--- config.mk ---
export PLATFORM = sky130hd
export DESIGN_NAME = zlib_stored_stream_encoder_core
export DESIGN_NICKNAME = d
export VERILOG_FILES = /design/src/rtl/zsse_pkg.sv /design/src/rtl/zsse_front.sv /design/src/rtl/zsse_cmd_fifo.sv /design/src/rtl/zsse_back.sv /design/src/rtl/zlib_stored_stream_encoder_core.sv
export SDC_FILE = /design/constraint.sdc
export NUM_CORES = 1
export LEC_CHECK = 0
export BUFFER_PORTS_ARGS = -buffer_cell sky130_fd_sc_hd__buf_2
export CORE_MARGIN = 2
export CORE_UTILIZATION = 63
export DETAILED_ROUTE_END_ITERATION = 10
export GPL_TIMING_DRIVEN = 0
export MAX_ROUTING_LAYER = met4
export PLACE_DENSITY = 0.88
export SYNTH_ARGS = -nofsm -noshare
export SYNTH_HDL_FRONTEND = slang
export SYNTH_SLANG_ARGS = --single-unit
--- constraint.sdc ---
create_clock -name clk -period 7.3 [get_ports clk]
set_input_delay 0.365 -clock clk [delete_from_list [all_inputs] [get_ports clk]]
set_output_delay 0.365 -clock clk [all_outputs]
set_load 0.03 [all_outputs]
--- src/rtl/zsse_pkg.sv ---
`timescale 1ns / 1ps
// zsse_pkg: types and constants shared by the zlib stored-stream encoder
// no dependencies; imported by every module of the encoder

package zsse_pkg;

    localparam int unsigned MAX_BLOCK_LEN = 65535;
    localparam logic [16:0] ADLER_MOD     = 17'd65521;
    localparam logic [16:0] BLOCK_MAX     = 17'(MAX_BLOCK_LEN);

    localparam logic [7:0] ZLIB_CMF     = 8'h78;
    localparam logic [7:0] ZLIB_FLG     = 8'h01;
    localparam logic [7:0] BFINAL_SET   = 8'h01;
    localparam logic [7:0] BFINAL_CLEAR = 8'h00;

    // one accepted payload byte, classified by the front end
    typedef struct packed {
        logic        zhdr;      // zlib header precedes this byte
        logic        blkhdr;    // stored block header precedes this byte
        logic        fin;       // block header marks the final block
        logic [15:0] blen;      // LEN of the block that starts here
        logic [7:0]  data;
        logic        trailer;   // adler-32 follows this byte
        logic [15:0] sum_high;
        logic [15:0] sum_low;
    } cmd_t;

    // output sequence positions of one command
    typedef enum logic [11:0] {
        ST_ZH0   = 12'b0000_0000_0001,
        ST_ZH1   = 12'b0000_0000_0010,
        ST_BFIN  = 12'b0000_0000_0100,
        ST_LEN0  = 12'b0000_0000_1000,
        ST_LEN1  = 12'b0000_0001_0000,
        ST_NLEN0 = 12'b0000_0010_0000,
        ST_NLEN1 = 12'b0000_0100_0000,
        ST_DATA  = 12'b0000_1000_0000,
        ST_ADL0  = 12'b0001_0000_0000,
        ST_ADL1  = 12'b0010_0000_0000,
        ST_ADL2  = 12'b0100_0000_0000,
        ST_ADL3  = 12'b1000_0000_0000
    } step_t;

endpackage

--- src/rtl/zsse_front.sv ---
`timescale 1ns / 1ps
// zsse_front: accepts payload bytes, tracks stream and block position and
// the running adler-32, and issues one command per byte; uses zsse_pkg

module zsse_front
(
    input  logic                 clk,
    input  logic                 rst_n,
    input  logic                 cfg_valid,
    input  logic [31:0]          cfg_data,
    input  logic                 accept,
    input  logic [7:0]           data_byte,
    output zsse_pkg::cmd_t       cmd
);
    import zsse_pkg::*;

    logic [31:0] stream_length_reg;
    logic [32:0] bytes_consumed_reg, bytes_consumed_next;
    logic [15:0] block_fill_reg, block_fill_next;
    logic [15:0] sum_low_reg, sum_low_next;
    logic [15:0] sum_high_reg, sum_high_next;

    logic [32:0] eff_len;
    logic [32:0] remaining;
    logic [32:0] consumed_inc;
    logic [15:0] fill_inc;
    logic [16:0] low_add, high_add;
    logic [15:0] low_mod;
    logic        ended;

    // a length of zero means 2^32 bytes
    assign eff_len   = {(stream_length_reg == 32'd0), stream_length_reg};
    assign remaining = (eff_len > bytes_consumed_reg) ? (eff_len - bytes_consumed_reg)
                                                      : 33'd1;

    assign consumed_inc = bytes_consumed_reg + 33'd1;
    assign fill_inc     = block_fill_reg + 16'd1;
    assign ended        = (consumed_inc >= eff_len);

    // sums stay below the modulus, so one conditional subtract each
    assign low_add  = {1'b0, sum_low_reg} + {9'd0, data_byte};
    assign low_mod  = (low_add >= ADLER_MOD) ? 16'(low_add - ADLER_MOD) : low_add[15:0];
    assign high_add = {1'b0, sum_high_reg} + {1'b0, low_mod};

    always_comb
    begin
        cmd.zhdr     = (bytes_consumed_reg == 33'd0) && (block_fill_reg == 16'd0);
        cmd.blkhdr   = (block_fill_reg == 16'd0);
        cmd.fin      = (remaining <= {16'd0, BLOCK_MAX});
        cmd.blen     = (remaining < {16'd0, BLOCK_MAX}) ? remaining[15:0] : BLOCK_MAX[15:0];
        cmd.data     = data_byte;
        cmd.trailer  = ended;
        cmd.sum_low  = low_mod;
        cmd.sum_high = (high_add >= ADLER_MOD) ? 16'(high_add - ADLER_MOD) : high_add[15:0];
    end

    always_comb
    begin
        bytes_consumed_next = bytes_consumed_reg;
        block_fill_next     = block_fill_reg;
        sum_low_next        = sum_low_reg;
        sum_high_next       = sum_high_reg;
        if (accept)
        begin
            if (ended)
            begin
                bytes_consumed_next = 33'd0;
                block_fill_next     = 16'd0;
                sum_low_next        = 16'd1;
                sum_high_next       = 16'd0;
            end
            else
            begin
                bytes_consumed_next = consumed_inc;
                block_fill_next     = ({1'b0, fill_inc} >= BLOCK_MAX) ? 16'd0 : fill_inc;
                sum_low_next        = cmd.sum_low;
                sum_high_next       = cmd.sum_high;
            end
        end
    end

    always_ff @(posedge clk or negedge rst_n)
    begin
        if (!rst_n)
        begin
            stream_length_reg  <= 32'd1;
            bytes_consumed_reg <= 33'd0;
            block_fill_reg     <= 16'd0;
            sum_low_reg        <= 16'd1;
            sum_high_reg       <= 16'd0;
        end
        else
        begin
            if (cfg_valid)
            begin
                stream_length_reg <= cfg_data;
            end
            bytes_consumed_reg <= bytes_consumed_next;
            block_fill_reg     <= block_fill_next;
            sum_low_reg        <= sum_low_next;
            sum_high_reg       <= sum_high_next;
        end
    end

endmodule

--- src/rtl/zsse_cmd_fifo.sv ---
`timescale 1ns / 1ps
// zsse_cmd_fifo: two-entry command queue between front end and back end
// uses zsse_pkg for the command type

module zsse_cmd_fifo
(
    input  logic           clk,
    input  logic           rst_n,
    input  logic           push,
    input  zsse_pkg::cmd_t push_cmd,
    output logic           full,
    input  logic           pop,
    output logic           head_valid,
    output zsse_pkg::cmd_t head_cmd
);
    import zsse_pkg::*;

    cmd_t        entry_reg [2];
    logic        wr_ptr_reg, wr_ptr_next;
    logic        rd_ptr_reg, rd_ptr_next;
    logic [1:0]  count_reg, count_next;

    assign full       = (count_reg == 2'd2);
    assign head_valid = (count_reg != 2'd0);
    assign head_cmd   = entry_reg[rd_ptr_reg];

    always_comb
    begin
        wr_ptr_next = push ? ~wr_ptr_reg : wr_ptr_reg;
        rd_ptr_next = pop  ? ~rd_ptr_reg : rd_ptr_reg;
        count_next  = count_reg + {1'b0, push} - {1'b0, pop};
    end

    always_ff @(posedge clk)
    begin
        if (push)
        begin
            entry_reg[wr_ptr_reg] <= push_cmd;
        end
    end

    always_ff @(posedge clk or negedge rst_n)
    begin
        if (!rst_n)
        begin
            wr_ptr_reg <= 1'b0;
            rd_ptr_reg <= 1'b0;
            count_reg  <= 2'd0;
        end
        else
        begin
            wr_ptr_reg <= wr_ptr_next;
            rd_ptr_reg <= rd_ptr_next;
            count_reg  <= count_next;
        end
    end

endmodule

--- src/rtl/zsse_back.sv ---
`timescale 1ns / 1ps
// zsse_back: expands each queued command into its zlib stream bytes and
// drives the registered output stream; uses zsse_pkg

module zsse_back
(
    input  logic           clk,
    input  logic           rst_n,
    input  logic           head_valid,
    input  zsse_pkg::cmd_t head_cmd,
    output logic           pop,
    output logic           m_tvalid,
    input  logic           m_tready,
    output logic [7:0]     m_tdata,
    output logic           m_tlast,
    output logic           m_tuser
);
    import zsse_pkg::*;

    step_t       step_reg, step_next;
    logic        started_reg, started_next;
    logic        valid_reg, valid_next;
    logic [7:0]  byte_reg, byte_next;
    logic        last_reg, last_next;
    logic        done_reg, done_next;

    step_t       cur_step, first_step, adv_step;
    logic [7:0]  cur_byte;
    logic [15:0] nlen;
    logic        cur_last;
    logic        emit;

    assign nlen = ~head_cmd.blen;
    assign emit = head_valid && (!valid_reg || m_tready);
    assign pop  = emit && cur_last;

    always_comb
    begin
        if (head_cmd.zhdr)
        begin
            first_step = ST_ZH0;
        end
        else if (head_cmd.blkhdr)
        begin
            first_step = ST_BFIN;
        end
        else
        begin
            first_step = ST_DATA;
        end
        cur_step = started_reg ? step_reg : first_step;
    end

    always_comb
    begin
        cur_byte = head_cmd.data;
        adv_step = ST_DATA;
        cur_last = 1'b0;
        unique case (cur_step)
            ST_ZH0:
            begin
                cur_byte = ZLIB_CMF;
                adv_step = ST_ZH1;
            end
            ST_ZH1:
            begin
                cur_byte = ZLIB_FLG;
                adv_step = ST_BFIN;
            end
            ST_BFIN:
            begin
                cur_byte = head_cmd.fin ? BFINAL_SET : BFINAL_CLEAR;
                adv_step = ST_LEN0;
            end
            ST_LEN0:
            begin
                cur_byte = head_cmd.blen[7:0];
                adv_step = ST_LEN1;
            end
            ST_LEN1:
            begin
                cur_byte = head_cmd.blen[15:8];
                adv_step = ST_NLEN0;
            end
            ST_NLEN0:
            begin
                cur_byte = nlen[7:0];
                adv_step = ST_NLEN1;
            end
            ST_NLEN1:
            begin
                cur_byte = nlen[15:8];
                adv_step = ST_DATA;
            end
            ST_DATA:
            begin
                cur_byte = head_cmd.data;
                adv_step = ST_ADL0;
                cur_last = !head_cmd.trailer;
            end
            ST_ADL0:
            begin
                cur_byte = head_cmd.sum_high[15:8];
                adv_step = ST_ADL1;
            end
            ST_ADL1:
            begin
                cur_byte = head_cmd.sum_high[7:0];
                adv_step = ST_ADL2;
            end
            ST_ADL2:
            begin
                cur_byte = head_cmd.sum_low[15:8];
                adv_step = ST_ADL3;
            end
            ST_ADL3:
            begin
                cur_byte = head_cmd.sum_low[7:0];
                adv_step = ST_ZH0;
                cur_last = 1'b1;
            end
            default:
            begin
                cur_byte = head_cmd.data;
                adv_step = ST_DATA;
                cur_last = 1'b0;
            end
        endcase
    end

    always_comb
    begin
        step_next    = step_reg;
        started_next = started_reg;
        valid_next   = valid_reg;
        byte_next    = byte_reg;
        last_next    = last_reg;
        done_next    = done_reg;
        if (emit)
        begin
            valid_next   = 1'b1;
            byte_next    = cur_byte;
            last_next    = cur_last;
            done_next    = (cur_step == ST_ADL3);
            started_next = !cur_last;
            step_next    = adv_step;
        end
        else if (m_tready)
        begin
            valid_next = 1'b0;
        end
    end

    always_ff @(posedge clk or negedge rst_n)
    begin
        if (!rst_n)
        begin
            step_reg    <= ST_DATA;
            started_reg <= 1'b0;
            valid_reg   <= 1'b0;
        end
        else
        begin
            step_reg    <= step_next;
            started_reg <= started_next;
            valid_reg   <= valid_next;
        end
    end

    always_ff @(posedge clk)
    begin
        byte_reg <= byte_next;
        last_reg <= last_next;
        done_reg <= done_next;
    end

    assign m_tvalid = valid_reg;
    assign m_tdata  = byte_reg;
    assign m_tlast  = last_reg;
    assign m_tuser  = done_reg;

endmodule

--- src/rtl/zlib_stored_stream_encoder_core.sv ---
`timescale 1ns / 1ps
// zlib_stored_stream_encoder_core: top level of the zlib stored-stream encoder
// depends on zsse_pkg, zsse_front, zsse_cmd_fifo and zsse_back
//
// usage:
//   cfg_valid/cfg_data set the stream length in bytes (0 means 2^32); cfg_ready
//   is always high. write it only between streams or while the block is idle.
//   s_tdata carries raw payload bytes; m_tdata carries the zlib stream:
//   header 78 01 before the first byte, a 5-byte stored block header at each
//   block start (blocks of up to 65535 bytes), the payload byte, and after the
//   final byte the adler-32 big-endian. m_tlast marks the last byte caused by
//   each input transaction, m_tuser the final trailer byte of a stream.
//   an input byte passes the command queue and the output register before its
//   first output byte. throughput: one output byte per cycle while m_tready is
//   high, so a payload byte gives one byte, a block start six, the first byte
//   eight, the final byte five; the single-byte output register sets the rate.
//   a two-entry command queue parts the input side from the output side, so
//   input is taken while a result waits; when m_tready stays low the queue
//   fills and s_tready drops after at most two more transactions.
//   reset clears the stream position, sets adler low to 1 and high to 0, and
//   the stream length to one byte; each trailer restarts position and sums.

module zlib_stored_stream_encoder_core
(
    input  logic        clk,
    input  logic        rst_n,
    input  logic        cfg_valid,
    output logic        cfg_ready,
    input  logic [31:0] cfg_data,      // stream_length
    input  logic        s_tvalid,
    output logic        s_tready,
    input  logic [7:0]  s_tdata,       // [7:0] data_byte
    output logic        m_tvalid,
    input  logic        m_tready,
    output logic [7:0]  m_tdata,       // [7:0] out_byte
    output logic        m_tlast,       // run_last
    output logic        m_tuser        // [0] stream_done
);
    import zsse_pkg::*;

    cmd_t front_cmd;
    cmd_t head_cmd;
    logic fifo_full;
    logic head_valid;
    logic pop;
    logic accept;

    assign cfg_ready = 1'b1;
    assign s_tready  = !fifo_full;
    assign accept    = s_tvalid && !fifo_full;

    zsse_front u_front
    (
        .clk       (clk),
        .rst_n     (rst_n),
        .cfg_valid (cfg_valid),
        .cfg_data  (cfg_data),
        .accept    (accept),
        .data_byte (s_tdata),
        .cmd       (front_cmd)
    );

    zsse_cmd_fifo u_fifo
    (
        .clk        (clk),
        .rst_n      (rst_n),
        .push       (accept),
        .push_cmd   (front_cmd),
        .full       (fifo_full),
        .pop        (pop),
        .head_valid (head_valid),
        .head_cmd   (head_cmd)
    );

    zsse_back u_back
    (
        .clk        (clk),
        .rst_n      (rst_n),
        .head_valid (head_valid),
        .head_cmd   (head_cmd),
        .pop        (pop),
        .m_tvalid   (m_tvalid),
        .m_tready   (m_tready),
        .m_tdata    (m_tdata),
        .m_tlast    (m_tlast),
        .m_tuser    (m_tuser)
    );

endmodule

==> run summary <==
Warnings, synthesis: 0
reg2reg path depth: 21
die area: 28300 µm²
IO Count: 58
post-route ant nets: 0
Max rail drop VDD: 0.000393 V
cell type with the highest aggregate area in the netlist: edfxtp_1
worst r2r src: u_front.sum_low_reg[0]$_DFFE_PN1P_
vias in the first global route: 14886
clk sinks: 261
multi-input logic area: 9230 µm²
worst r2r dst: u_fifo.entry_reg[0][27]$_DFFE_PP_
most common cell after layout, fill and taps aside: nand2_1
Seq pwr share: 26.7%
PortBufs: 55
commonest non-fill, non-tap cells in the layout: nand2_1 (183), edfxtp_1 (130), dfrtp_1 (128)
Crit Path Category: reg2reg
power per cell area: 527 nW/µm²
DPL Wire Length: 36800 µm
WP buf/inv: 2
most frequent CP cell: ha_1
Hold Path End: u_front.stream_length_reg[26]$_DFFE_PN0P_
Cell Chain, Critical Path: ha_1 > inv_1 > fa_1 > nor2b_1 > o21a_1 > or3_1 > nand4b_1 > nor3_1 > o21ai_1 > nor4_2 > a21oi_1 > ha_1 > nand2_1 > nor4_1 > o31ai_1 > xor2_1 > or4_4 > o31ai_4 > clkbuf_4 > nand3_1 > xnor2_2
Max FO, Critical Path: 10
clock slew at reported path FFs: 70 ps
total number of vias: 15365
Mapped Area: 17000 µm²
switch share: 48.4%
vias per inst: 6.90
Syn Inst Count: 1764
clk buf depth: 3
leakage power: 7.64 nW
Root Buffer: clkbuf_16
ys async rst share: 50.2%
CP max stage delay: 880 ps
Syn Area/Cell: 9.64 µm²
register area: 7190 µm²
Area contributors post-synth: edfxtp_1 (23%), dfrtp_1 (19%), ha_1 (7.6%)
Syn Nets: 1915
number of flip-flops in the largest register: 120
CTS tree: yes
Slew HR: 5.32%
Iteration-0 DRC Markers: 2095
Hold Crit Class: in2reg
Slew @ Worst Pin: 1410 ps
fin nets: 2016
Psw: 4.82 mW
Area Growth Syn to Fin: 10.9%
placed insts: 2164
fin crit share: 98.4%
Die W: 168 µm
area of the core: 26700 µm²
sequential area share after synthesis: 42.3%
Crit-path slowest cell: nor4_2
clk_skew: 11.6 ps
Clock Latency Late Sink: 560 ps
Filler Cells Inserted: 1905
min-delay src: cfg_data[26]
overall power: 9.95 mW
Post-synth EDFFs: 130
Crit path arrival time: 7440 ps
area post-placement: 17800 µm²
Initial Util: 63.6%
top cell type's share of synthesized area: 23.0%
H-tree levels: 1
Pre-antenna DRT Iters: 6
TritonCTS buffer count: 27
Final Instance Count excl. Fillers: 2227
register bit total from synthesis: 261
Overflow after GRT: 0
die height: 168 µm
synth unique cells: 91
combinational share of power: 60.1%
count of pins over their slew limit: 0
drt drc: 0
detailed-route wire length: 51300 µm
endpoints failing hold: 0
max-cap viol count: 0
Final min period: 7180 ps
Main synth FF type: edfxtp_1
crit path from: u_front.sum_low_reg[0]$_DFFE_PN1P_
pin count of the biggest net entering global routing: 97
initial antenna violation count: 1
startpoint type of the worst setup path: flop
CP required: 7560 ps
Finished Cell Area: 18900 µm²
GRT Total Usage: 36.5%
layout cells sized above 1: 9.92%
status: finished, final reports clean
Clock power frac: 13.2%
Rows: 60
Pint: 5.13 mW
final setup fails: 0
FMAX: 139 MHz
Worst Setup End Kind: flop
gpl congestion: 0.974
Worst Hold Depth: 3
WL/cell: 23.1 µm
first-pass GRT wire length: 79500 µm
crit-path leading delay family: simple AND/OR/NAND/NOR gates
R2R setup slack: 120 ps
synth_stat cells (38+ instances only):
| library cell | instances |
|---|---|
| clkbuf_1 | 61 |
| o21ai_0 | 105 |
| nor3_1 | 42 |
| inv_1 | 112 |
| ha_1 | 103 |
| nand2_1 | 183 |
| nor2_1 | 91 |
| nand3_1 | 55 |
| nand4_1 | 38 |
| a21oi_1 | 75 |
| edfxtp_1 | 130 |
| dfrtp_1 | 128 |
| mux2i_1 | 77 |
| xnor2_1 | 64 |
metal layers:
layer  up-vias  part of all wire (%)  GRT usage, %
met2       996                    47          58.1
met4         0                   6.2          20.2
met3       254                   9.3          5.50
met5         -                     0             -
met1      7295                    38          45.0
li1       6820                     -             -
worst reg2reg max path: cells and delay by family, from the launching register on:
kind | cells | cell delay [ps]
adder cells (fa/ha/maj) | 3 | 1220
flip-flops | 1 | 580
AO/OA/AOI/OAI | 5 | 1230
AND/OR/NAND/NOR | 9 | 3080
XOR/XNOR | 2 | 420
buffers and inverters | 2 | 340
power groups by stage:
| stage | clock (mW) | combinational (mW) | sequential (mW) |
|---|---|---|---|
| after global placement | 0 | 5.16 | 2.63 |
| after floorplan | 0 | 3.86 | 2.63 |
| after global routing | 1.35 | 6.39 | 2.70 |
| after CTS | 1.30 | 5.55 | 2.63 |
| after detailed placement | 0 | 5.40 | 2.64 |
| final | 1.31 | 5.98 | 2.66 |
kinds of logic (layout without fill, tap and decap cells):
family,count (synthesis),after routing,share of synthesized area [%]
buf+inv,187,308,4.28
fa+ha+maj,106,106,7.93
simple gates,565,565,16.7
mux,84,84,5.00
other cells,1,2,0.0221
xor+xnor,99,99,5.10
compound gates,461,461,18.7
flops,261,261,42.3
stage by stage:
| step | hold slack, ps | setup TNS, ps | setup WS [ps] | utilization (%) |
|---|---|---|---|---|
| 3_3_place_gp | 474 | -9080 | -482 | 66.3 |
| 2_1_floorplan | 69.4 | 0 | 785 | - |
| 5_1_grt | 20.2 | -505 | -110 | 70.6 |
| 4_1_cts | 3.32 | 0 | 5.55 | 69.9 |
| 3_5_place_dp | 296 | -16650 | -702 | 66.6 |
| 6_report | 13.7 | 0 | 119 | 70.6 |
how the worst max path moves through the flow:
| stage | endpoint | depth (start not counted) |
|---|---|---|
| 3_5_place_dp | u_fifo.entry_reg[0][27]$_DFFE_PP_ | 23 |
| 2_1_floorplan | u_fifo.entry_reg[0][27]$_DFFE_PP_ | 23 |
| 4_1_cts | u_fifo.entry_reg[0][27]$_DFFE_PP_ | 25 |
| 5_1_grt | u_fifo.entry_reg[0][26]$_DFFE_PP_ | 22 |
| 3_3_place_gp | u_fifo.entry_reg[1][27]$_DFFE_PP_ | 23 |
| 6_report | u_fifo.entry_reg[0][27]$_DFFE_PP_ | 21 |
timing repair:
item | CTS | global route
resized for setup | 10 | 19
hold endpoints to repair | 34 | 0
buffers inserted | 1 | 11
hold buffers | 1 | 0
setup endpoints to repair | 46 | 48
pin swaps | 2 | 6
layout make-up:
cell class,instances,area share [%]
flip-flops and latches,261,38.1
multi-input cells,1316,49.0
plain buffers,74,1.65
repair buffers,72,2.49
clock inverters,10,0.425
diodes,1,0.0133
inverters,113,2.25
well taps,341,2.26
clock buffers,39,3.87
No activity file was read; power rests on OpenSTA's default activity.
